[src/sv/pfa_pkg.sv]
// Package for the page frame allocator/translator: sizes, codes, payload and control types.
`default_nettype none
package pfa_pkg;

  localparam int PAGE_BYTES = 128;
  localparam int FRAMES     = 128;
  localparam int SPACES     = 4;

  localparam int PAGE_SHIFT = $clog2(PAGE_BYTES);
  localparam int FRAME_W    = $clog2(FRAMES);
  localparam int SP_IDX_W   = (SPACES > 1) ? $clog2(SPACES) : 1;
  localparam int CNT_W      = $clog2(FRAMES + 1);
  localparam int MEM_AW     = SP_IDX_W + FRAME_W;

  localparam int FUNC_W = 2;
  localparam int SPID_W = 2;
  localparam int SEG_W  = 15;
  localparam int VA_W   = 32;
  localparam int STAT_W = 3;
  localparam int PA_W   = 14;
  localparam int PC_W   = 8;
  localparam int TOP_W  = 14;
  localparam int FF_W   = 8;

  localparam int SUM_W     = SEG_W + 2;
  localparam int REQ_W     = SUM_W - PAGE_SHIFT;
  localparam int VPN_W     = VA_W - PAGE_SHIFT;
  localparam int STACK_GAP = 16;

  localparam logic [SEG_W-1:0] STACK_RESET = 15'd1024;

  localparam int CFG_AW = 3;
  localparam int CFG_DW = 32;
  localparam logic REG_STACK_BYTES = 1'b0;

  localparam logic [FUNC_W-1:0] FN_LOAD      = 2'd0;
  localparam logic [FUNC_W-1:0] FN_TRANSLATE = 2'd1;
  localparam logic [FUNC_W-1:0] FN_RELEASE   = 2'd2;

  typedef enum logic [STAT_W-1:0] {
    STAT_OK    = 3'd0,
    STAT_ADDR  = 3'd1,
    STAT_BUS   = 3'd2,
    STAT_LIMIT = 3'd3,
    STAT_BUSY  = 3'd4
  } status_t;

  typedef enum logic [2:0] {
    S_IDLE,
    S_DECODE,
    S_TR_RD,
    S_ALLOC,
    S_REL_RD,
    S_REL_FREE,
    S_OUT
  } ctrl_state_t;

  typedef enum logic [2:0] {
    DP_IDLE,
    DP_LATCH,
    DP_START,
    DP_ALLOC_STEP,
    DP_TR_FIN,
    DP_REL_RD,
    DP_REL_FREE,
    DP_EMIT
  } dp_op_t;

  typedef struct packed {
    logic [FUNC_W-1:0] func;
    logic [SPID_W-1:0] space_id;
    logic [SEG_W-1:0]  segment_bytes;
    logic [VA_W-1:0]   virt_addr;
    logic              is_write;
  } in_item_t;

  typedef struct packed {
    logic [STAT_W-1:0] status;
    logic [PA_W-1:0]   phys_addr;
    logic [PC_W-1:0]   page_count;
    logic [TOP_W-1:0]  stack_top;
    logic [FF_W-1:0]   free_frames;
  } out_item_t;

  typedef struct packed {
    logic [FRAME_W-1:0] frame;
    logic               use_mark;
    logic               dirty_mark;
  } pte_t;

  typedef struct packed {
    dp_op_t  op;
    logic    st_wr;
    status_t st;
  } dp_cmd_t;

  typedef struct packed {
    logic              sp_ok;
    logic [FUNC_W-1:0] func;
    logic              busy;
    logic              limit;
    logic              zero_req;
    logic              tr_err;
    logic              pfn_bad;
    logic              alloc_last;
    logic              rel_last;
    logic              out_full;
  } dp_stat_t;

endpackage
`default_nettype wire

[src/sv/pfa_ctrl.sv]
// Controller state machine for the page frame allocator/translator.
`default_nettype none
module pfa_ctrl (
  input  wire logic             clk,
  input  wire logic             rst_n,
  input  wire logic             in_valid,
  output logic                  in_ready,
  input  pfa_pkg::dp_stat_t     stat,
  output pfa_pkg::dp_cmd_t      cmd
);

  pfa_pkg::ctrl_state_t state_r, state_nxt;

  always_ff @(posedge clk) begin
    if (!rst_n) begin
      state_r <= pfa_pkg::S_IDLE;
    end else begin
      state_r <= state_nxt;
    end
  end

  // next state
  always_comb begin
    state_nxt = state_r;
    case (state_r)
      pfa_pkg::S_IDLE: begin
        if (in_valid) state_nxt = pfa_pkg::S_DECODE;
      end
      pfa_pkg::S_DECODE: begin
        state_nxt = pfa_pkg::S_OUT;
        if (stat.sp_ok) begin
          case (stat.func)
            pfa_pkg::FN_LOAD: begin
              if (!stat.busy && !stat.limit && !stat.zero_req) state_nxt = pfa_pkg::S_ALLOC;
            end
            pfa_pkg::FN_TRANSLATE: begin
              if (!stat.tr_err) state_nxt = pfa_pkg::S_TR_RD;
            end
            pfa_pkg::FN_RELEASE: begin
              if (stat.busy) state_nxt = pfa_pkg::S_REL_RD;
            end
            default: state_nxt = pfa_pkg::S_OUT;
          endcase
        end
      end
      pfa_pkg::S_TR_RD:   state_nxt = pfa_pkg::S_OUT;
      pfa_pkg::S_ALLOC: begin
        if (stat.alloc_last) state_nxt = pfa_pkg::S_OUT;
      end
      pfa_pkg::S_REL_RD:  state_nxt = pfa_pkg::S_REL_FREE;
      pfa_pkg::S_REL_FREE: begin
        state_nxt = stat.rel_last ? pfa_pkg::S_OUT : pfa_pkg::S_REL_RD;
      end
      pfa_pkg::S_OUT: begin
        if (!stat.out_full) state_nxt = pfa_pkg::S_IDLE;
      end
      default: state_nxt = pfa_pkg::S_IDLE;
    endcase
  end

  // outputs
  always_comb begin
    cmd.op    = pfa_pkg::DP_IDLE;
    cmd.st_wr = 1'b0;
    cmd.st    = pfa_pkg::STAT_OK;
    in_ready  = 1'b0;
    case (state_r)
      pfa_pkg::S_IDLE: begin
        in_ready = 1'b1;
        if (in_valid) cmd.op = pfa_pkg::DP_LATCH;
      end
      pfa_pkg::S_DECODE: begin
        cmd.op = pfa_pkg::DP_START;
        if (!stat.sp_ok) begin
          cmd.st_wr = 1'b1;
          cmd.st    = pfa_pkg::STAT_ADDR;
        end else begin
          case (stat.func)
            pfa_pkg::FN_LOAD: begin
              if (stat.busy) begin
                cmd.st_wr = 1'b1;
                cmd.st    = pfa_pkg::STAT_BUSY;
              end else if (stat.limit) begin
                cmd.st_wr = 1'b1;
                cmd.st    = pfa_pkg::STAT_LIMIT;
              end else if (stat.zero_req) begin
                cmd.st_wr = 1'b1;
                cmd.st    = pfa_pkg::STAT_OK;
              end
            end
            pfa_pkg::FN_TRANSLATE: begin
              if (stat.tr_err) begin
                cmd.st_wr = 1'b1;
                cmd.st    = pfa_pkg::STAT_ADDR;
              end
            end
            pfa_pkg::FN_RELEASE: begin
              if (!stat.busy) begin
                cmd.st_wr = 1'b1;
                cmd.st    = pfa_pkg::STAT_OK;
              end
            end
            default: begin
              cmd.st_wr = 1'b1;
              cmd.st    = pfa_pkg::STAT_ADDR;
            end
          endcase
        end
      end
      pfa_pkg::S_TR_RD: begin
        cmd.st_wr = 1'b1;
        if (stat.pfn_bad) begin
          cmd.st = pfa_pkg::STAT_BUS;
        end else begin
          cmd.op = pfa_pkg::DP_TR_FIN;
          cmd.st = pfa_pkg::STAT_OK;
        end
      end
      pfa_pkg::S_ALLOC: begin
        cmd.op = pfa_pkg::DP_ALLOC_STEP;
        if (stat.alloc_last) begin
          cmd.st_wr = 1'b1;
          cmd.st    = pfa_pkg::STAT_OK;
        end
      end
      pfa_pkg::S_REL_RD: cmd.op = pfa_pkg::DP_REL_RD;
      pfa_pkg::S_REL_FREE: begin
        cmd.op = pfa_pkg::DP_REL_FREE;
        if (stat.rel_last) begin
          cmd.st_wr = 1'b1;
          cmd.st    = pfa_pkg::STAT_OK;
        end
      end
      pfa_pkg::S_OUT: begin
        if (!stat.out_full) cmd.op = pfa_pkg::DP_EMIT;
      end
      default: cmd.op = pfa_pkg::DP_IDLE;
    endcase
  end

endmodule
`default_nettype wire

[config.mk]
export PLATFORM = sky130hd
export DESIGN_NAME = pfa_ctrl
export DESIGN_NICKNAME = d
export VERILOG_FILES = /design/src/sv/pfa_pkg.sv /design/src/sv/pfa_ctrl.sv
export SDC_FILE = /design/constraint.sdc
export NUM_CORES = 1
export LEC_CHECK = 0
export BUFFER_PORTS_ARGS = -buffer_cell sky130_fd_sc_hd__buf_2
export CORE_AREA = 2 2 39 41
export DETAILED_ROUTE_END_ITERATION = 10
export DIE_AREA = 0 0 41 43
export PLACE_DENSITY = 0.67
export SLEW_MARGIN = 20
export SYNTH_ARGS = -nofsm -noshare
export SYNTH_HDL_FRONTEND = slang
export SYNTH_SLANG_ARGS = --single-unit
[constraint.sdc]
create_clock -name clk -period 4.3 [get_ports clk]
set_clock_uncertainty 0.1 [all_clocks]
set_input_delay 0.215 -clock clk [delete_from_list [all_inputs] [get_ports clk]]
set_output_delay 0.215 -clock clk [all_outputs]
set_load 0.01 [all_outputs]
After elaboration in Yosys (flattened, before gate mapping)
Cells that the tools add are included.

storage, ports and cells
  register bits = 3
  input port bits = 14
  output and inout bits = 8
  word-level logic and storage cells = 46

operators by class
  equality and inequality tests = 11
  multiplexer cells = 26
  reduce and logical (&&, ||, !) cells = 8

operator list
  kind                number
  $pmux 3 s7          2
  $mux 4              8
  $mux 3              8
  $pmux 4 s4          1
  $pmux 4 s3          1
  $eq 3x3->1 const B  3
  $pmux 3 s3          1
  $eq 3x2->1 const B  2
  $mux 2              3
  $ne 2x2->1 const B  3
  $eq 3x1->1 const B  1
  $logic_not 1->1     3
  $logic_not 3->1     1
  $reduce_and 3->1    1
  $eq 2x1->1 const B  1
  $eq 2x2->1 const B  1
  $logic_and 1x1->1   2
  $logic_not 2->1     1
  $mux 1              2

Logic depth before layout (Yosys ltp)
Gate-level depths: netlist (run 1).

  word-level depth = 7
  depth in mapped cells = 4
  depth with buffers taken out = 3

Worst setup path after synthesis (run 1)
OpenSTA, ideal clock, no wires.

  path type = register -> output
  start = reg state_r[0]
  end = out cmd[3] (netlist name)
  arrival time = 1.402 ns
  setup slack = 2.583 ns
  stages on the path, launching flop included = 4
  cells stage by stage = dfxtp_1 -> or3b_4 -> or4_1 -> o211ai_1

RTL lines
  what                    RTL line        text
  start, declared         pfa_ctrl.sv:12  pfa_pkg::ctrl_state_t state_r, state_nxt;
  start signal, assigned  pfa_ctrl.sv:16  state_r <= pfa_pkg::S_IDLE;
  start signal, assigned  pfa_ctrl.sv:18  state_r <= state_nxt;
  end, declared           pfa_ctrl.sv:9   output pfa_pkg::dp_cmd_t cmd

==> results.py, run 1 <==
metrics = {
    "finish": {
        "drive_gt1_share_pct": 33.3,
        "multi_input_area_um2": 342,
        "regMostFlops": "state_r",
        "diodes": 0,
        "largest_registers": "state_r (3)",
        "syn2layout_area_growth_pct": 33.6,
        "ff_latch_area_um2": 60.1,
        "nets": 96,
        "fin_cells": 97,
        "largest_reg_flops": 3,
        "nFillCells": 150,
    },
    "floorplan": {
        "die_y_um": 43,
        "fp.dieArea_um2": 1760,
        "dieWidth_um": 41,
        "io_pins": 22,
        "initial_core_util_pct": 30.1,
        "core_area_um2": 1380,
        "num_rows": 14,
    },
    "timing": {
        "setup_tns_ns": 0,
        "setup_violations": 0,
        "finalMaxSlewViolations": 0,
        "post-route-period-util_pct": 54.0,
        "rsz0062_at_grt": "no",
        "max_freq_mhz": 430,
        "tightest_slew_ns": 0.432,
        "hold_viol": 0,
        "slew_headroom_pct": 70.8,
        "period_needed_ns": 2.32,
    },
    "power_and_ir_drop": {
        "seq_power_share_pct": 28.4,
        "switching_power_mw": 0.0659,
        "ir_worst_vdd_mv": 0.142,
        "netSwitchingFraction_pct": 37.6,
        "p_per_area_nw_per_um2": 315,
        "total_leakage_power_nw": 0.231,
        "power_frac_comb_pct": 44.5,
        "p_int_mw": 0.109,
        "p_clk_share_pct": 27.1,
    },
    "yosys": {
        "yosysUniqueCellTypes": 30,
        "syn_avg_cell_area_um2": 7.06,
        "synth-seq-area-share_pct": 14.4,
        "netlist_area_um2": 417,
        "synthCells": 59,
        "ys_warn_count": 0,
        "synth_fp_nets": 73,
        "ys_ff_latch": 3,
    },
    "placement": {
        "hpwl_um": 789,
        "numPortBuffers": 21,
        "globalplace.congestion": 0.810,
        "dp.cells": 93,
    },
    "cts": {
        "cts_buffer_depth": 2,
        "cts_tree": "yes",
        "cts_setup_buffers": 0,
        "clk_pin_slew_worst_paths_ns": 0.04,
        "numCtsBuffers": 3,
        "clk-insertion-delay-late_ns": 0.23,
        "cts-root-buf": "clkbuf_4",
        "htree_levels": 1,
        "cts.sinks": 3,
        "ctsResizeCount": 0,
        "cts_hold_buf": 0,
    },
    "routing": {
        "vias": 500,
        "drc": 0,
        "viasPerCell": 5.15,
        "drt_wl_total_um": 1050,
        "drt_iter0_markers": 18,
        "drtAntennaViolNets": 0,
        "dr.pass1.iters": 4,
        "wl_per_cell_um": 10.8,
    },
    "worst_setup_path": {
        "r2r-end": "state_r[2]",
        "worstPathMaxFanout": 16,
        "critical_path_arrival_ns": 2.01,
        "critPathRequiredTime_ns": 3.98,
        "rr_worst_depth": 3,
        "worstSetupStartpoint": "state_r[0]",
        "rrSetupSlack_ns": 2.80,
        "start_kind": "register",
        "setup.worst_path.class": "register to output pin",
        "critical_path.endpoint": "cmd[3]",
        "critPathCaptureType": "output pin",
        "r2r_start": "state_r[0]",
    },
    "global_route": {
        "grt_pass1_wl_um": 1610,
        "grtUsageTotal_pct": 13.2,
        "grt_max_degree": 17,
        "grt_overflow": 0,
        "grt_pass1_vias": 399,
        "antenna_found_initial": 0,
    },
    "flow_run": {
        "drv_cap": 0,
    },
    "worst_hold_path": {
        "hp-class": "input pin to register",
    },
    "status": {
        "status": "finished clean",
    },
}
## cells in the mapped netlist (all sizes together)
cell type	number	share of area, %
nor3	2	2.4
inv	1	0.90
or4	1	1.8
nand2b	2	3.0
nand3	1	1.2
a21oi	3	3.6
nor4b	2	4.2
nor2b	7	11
o31ai	1	1.8
a32oi	1	2.1
o21ai	3	3.6
o21a	2	3.6
a21boi	2	3.6
and2b	1	1.8
clkbuf	3	2.7
o211ai	3	5.4
a21bo	1	2.4
a22o	1	2.1
nor2	5	4.5
and3	1	1.5
nand2	4	3.6
or3b	1	2.7
mux2	1	2.7
nand3b	1	1.8
nand4b	1	2.1
nor4	2	3.0
dfxtp	3	14
a32o	1	2.4
or4bb	1	2.7
or2b	1	1.8
## per-layer routing
layer	vias up	share of wire, %	GRT usage [%]
li1	269	-	-
met1	222	47	18.6
met2	9	48	18.4
met3	0	4.6	1.57
met4	0	0	8.00
met5	-	0	0
## power by group through the flow
stage,logic (mW),clock network [mW],registers (mW)
final,0.0779,0.0475,0.0497
after global routing,0.0864,0.0515,0.0517
after CTS,0.0785,0.0507,0.0496
after detailed placement,0.0782,0,0.0501
after global placement,0.0775,0,0.0496
after floorplan,0.0607,0,0.0383
## per-stage QoR
stage | util, % | area (um2) | hold WS [ns] | setup WS [ns] | power, mW
finish | 40.2 | 557 | 0.135 | 1.98 | 0.175
detailed placement | 38.3 | 531 | 0.372 | 2.22 | 0.128
floorplan | - | 417 | 0.232 | 2.58 | 0.0991
global placement | 38.3 | 531 | 0.366 | 2.26 | 0.127
CTS | 40.2 | 557 | 0.130 | 1.97 | 0.179
global route | 40.2 | 557 | 0.156 | 1.90 | 0.190
## cells by family after synthesis
group	share of synthesized area (%)
AND/OR/NAND/NOR	48.6
AO/OA/AOI/OAI	30.6
buffers and inverters	3.60
flip-flops	14.4
multiplexers	2.70
## worst max-delay path, cell delays in order (launching register included)
cell	delay, ns
dfxtp_1	0.55
or3b_4	0.45
or4_1	0.51
o211ai_1	0.11
buf_2	0.15
## layout make-up
type,instances,share of cell area [%]
well taps,16,3.60
flip-flops and latches,3,10.8
repair buffers,21,18.9
inverters,1,0.674
multi-input cells,52,61.3
clock buffers,4,4.72
## worst min-delay path by stage
stage	startpoint	end	slack, ns	depth (start not counted)
floorplan	rst_n	state_r[0]	0.23	1
global placement	rst_n	state_r[0]	0.37	2
detailed placement	rst_n	state_r[0]	0.37	2
CTS	rst_n	state_r[0]	0.13	2
global route	rst_n	state_r[0]	0.16	2
finish	rst_n	state_r[0]	0.14	2
## placed cells by master (no fill, tap or decap), types with 3 or more instances in the layout
cell type  count
clkbuf_4       3
buf_2         21
dfxtp_1        3
o21ai_0        3
o211ai_1       3
nor2b_1        7
nor2_1         5
a21oi_1        3
nand2_1        4
(Power assumes the default switching activity.)
==> inputs of run 2 (changes only) <==
- ABC_AREA: not set -> 1
- PLACE_DENSITY: 0.67 -> 0.7
- clock period: 4.3 -> 2.1 ns (I/O delays scaled with it)
==> results.py, run 2 <==
metrics = {
    "timing": {
        "max_freq_mhz": 634,
        "hold_viol": 0,
        "setup_tns_ns": 0,
        "period_needed_ns": 1.58,
        "rsz0062_at_grt": "no",
        "tightest_slew_ns": 0.324,
        "slew_headroom_pct": 78.4,
        "post-route-period-util_pct": 75.1,
        "finalMaxSlewViolations": 0,
        "setup_violations": 0,
    },
    "finish": {
        "final_common_cell": "buf_2",
        "layout_common_cells": "buf_2, nand2_1, nor2_1, inv_1, nand3_1",
        "nets": 118,
        "largest_registers": "state_r (3)",
        "syn2layout_area_growth_pct": 32.7,
        "nFillCells": 161,
        "regMostFlops": "state_r",
        "diodes": 0,
        "drive_gt1_share_pct": 34.0,
        "largest_reg_flops": 3,
    },
    "floorplan": {
        "num_rows": 14,
        "die_y_um": 43,
        "io_pins": 22,
        "core_area_um2": 1380,
        "initial_core_util_pct": 30.9,
        "dieWidth_um": 41,
        "fp.dieArea_um2": 1760,
    },
    "flow_run": {
        "drv_cap": 0,
    },
    "yosys": {
        "synth_fp_nets": 93,
        "syn_avg_cell_area_um2": 5.42,
        "netlist_area_um2": 428,
        "synth-edff-count": 0,
        "yosysUniqueCellTypes": 20,
        "yosysTopAreaCell": "dfxtp_1",
        "ys_warn_count": 0,
        "synthCells": 79,
        "synth_top_area_share_pct": 14.0,
        "ys_ff_latch": 3,
        "synth_flop_cell": "dfxtp_1",
        "synth-seq-area-share_pct": 14.0,
        "async_reset_ff_share_pct": 0,
        "ys_top_cells_by_count": "nand2_1, nor2_1, inv_1, nand3_1, o21ai_0",
        "synth.most_common_cell": "nand2_1",
        "synthTopCellsByArea": "dfxtp_1, nand2_1, nor2_1",
    },
    "cts": {
        "cts_setup_buffers": 0,
        "htree_levels": 1,
        "cts_hold_buf": 0,
        "cts_tree": "yes",
        "clk_pin_slew_worst_paths_ns": 0.04,
        "numCtsBuffers": 3,
        "clk-insertion-delay-late_ns": 0.24,
        "cts-root-buf": "clkbuf_4",
        "ctsResizeCount": 0,
        "cts_buffer_depth": 2,
        "cts.sinks": 3,
    },
    "routing": {
        "wl_met1_um": 507,
        "vias": 580,
        "wl_per_cell_um": 9.75,
        "dr.pass1.iters": 4,
        "drt_iter0_markers": 9,
        "drc": 0,
        "top_layer": "met4",
        "drtAntennaViolNets": 0,
        "drt_wl_total_um": 1160,
        "viasPerCell": 4.87,
        "wl_met2_um": 544,
        "wl_met3_um": 89,
    },
    "worst_setup_path": {
        "critPathRequiredTime_ns": 1.89,
        "rr_worst_depth": 7,
        "critical_path_arrival_ns": 1.37,
        "start_kind": "register",
        "setup.worst_path.class": "register to output pin",
        "critPathCaptureType": "output pin",
        "worstPathMaxFanout": 9,
    },
    "status": {
        "status": "finished clean",
    },
    "global_route": {
        "grt_pass1_wl_um": 1810,
        "grtUsageTotal_pct": 14.7,
        "antenna_found_initial": 0,
        "grt_overflow": 0,
        "grt_max_degree": 10,
        "grt_pass1_vias": 482,
    },
    "power_and_ir_drop": {
        "p_per_area_nw_per_um2": 1390,
        "ir_worst_vdd_mv": 0.387,
        "total_leakage_power_nw": 0.334,
        "p_total_mw": 0.787,
    },
    "placement": {
        "numPortBuffers": 21,
        "globalplace.congestion": 0.898,
        "hpwl_um": 951,
    },
    "worst_hold_path": {
        "min_path_cells": 3,
        "hp-class": "input pin to register",
    },
}
-- run 2: metrics by stage --
step                cells  hold slack (ns)  instance area, um2  worst slack, ns  util (%)
detailed placement    115            0.267                 542            0.777      39.2
CTS                   119           0.0226                 568            0.521      41.0
floorplan              79            0.131                 428            0.928         -
global route          119           0.0309                 568            0.399      41.0
finish                119           0.0260                 568            0.523      41.0
global placement      115            0.261                 542            0.834      39.2
-- run 2: routing by layer --
| layer | up-vias | GRT usage, % |
|---|---|---|
| met5 | - | 0 |
| met1 | 251 | 16.9 |
| met3 | 3 | 2.09 |
| li1 | 305 | - |
| met2 | 21 | 24.4 |
| met4 | 0 | 8.00 |
-- run 2: worst max-delay path: stages, from the launching register on --
cell and delay [ns]:
dfxtp_1 0.50, clkinv_2 0.15, nand2_4 0.10, nor2_4 0.04
o21ai_0 0.10, nand3_1 0.09, buf_2 0.15
-- run 2: logic make-up (layout without fill, tap and decap cells) --
logic type,Yosys count,after routing,share of synthesized area (%)
compound gates,13,13,18.4
simple gates,46,46,50.6
buf+inv,17,41,17.0
flops,3,3,14.0
-- run 2: power by group --
group / leakage [nW] / internal (mW) / switching [mW] / total (mW)
clock: 0.0150 / 0.0713 / 0.0313 / 0.103
sequential: 0.0248 / 0.0876 / 0.0583 / 0.146
combinational: 0.294 / 0.205 / 0.334 / 0.539
total: 0.334 / 0.364 / 0.423 / 0.787
-- run 2: final timing paths --
kind                   start          to  slack, ns
setup / recovery  state_r[2]      cmd[3]       0.52
hold / removal         rst_n  state_r[1]       0.03
setup reg to reg  state_r[2]  state_r[1]       0.78
hold reg to reg   state_r[1]  state_r[1]       0.50
-- run 2: layout make-up --
type	instances	area, um2	share of cell area, %
clock buffers	4	26.3	4.63
inverters	16	61.3	10.8
multi-input cells	59	295	52.0
flip-flops and latches	3	60.1	10.6
well taps	16	20.0	3.52
repair buffers	21	105	18.5
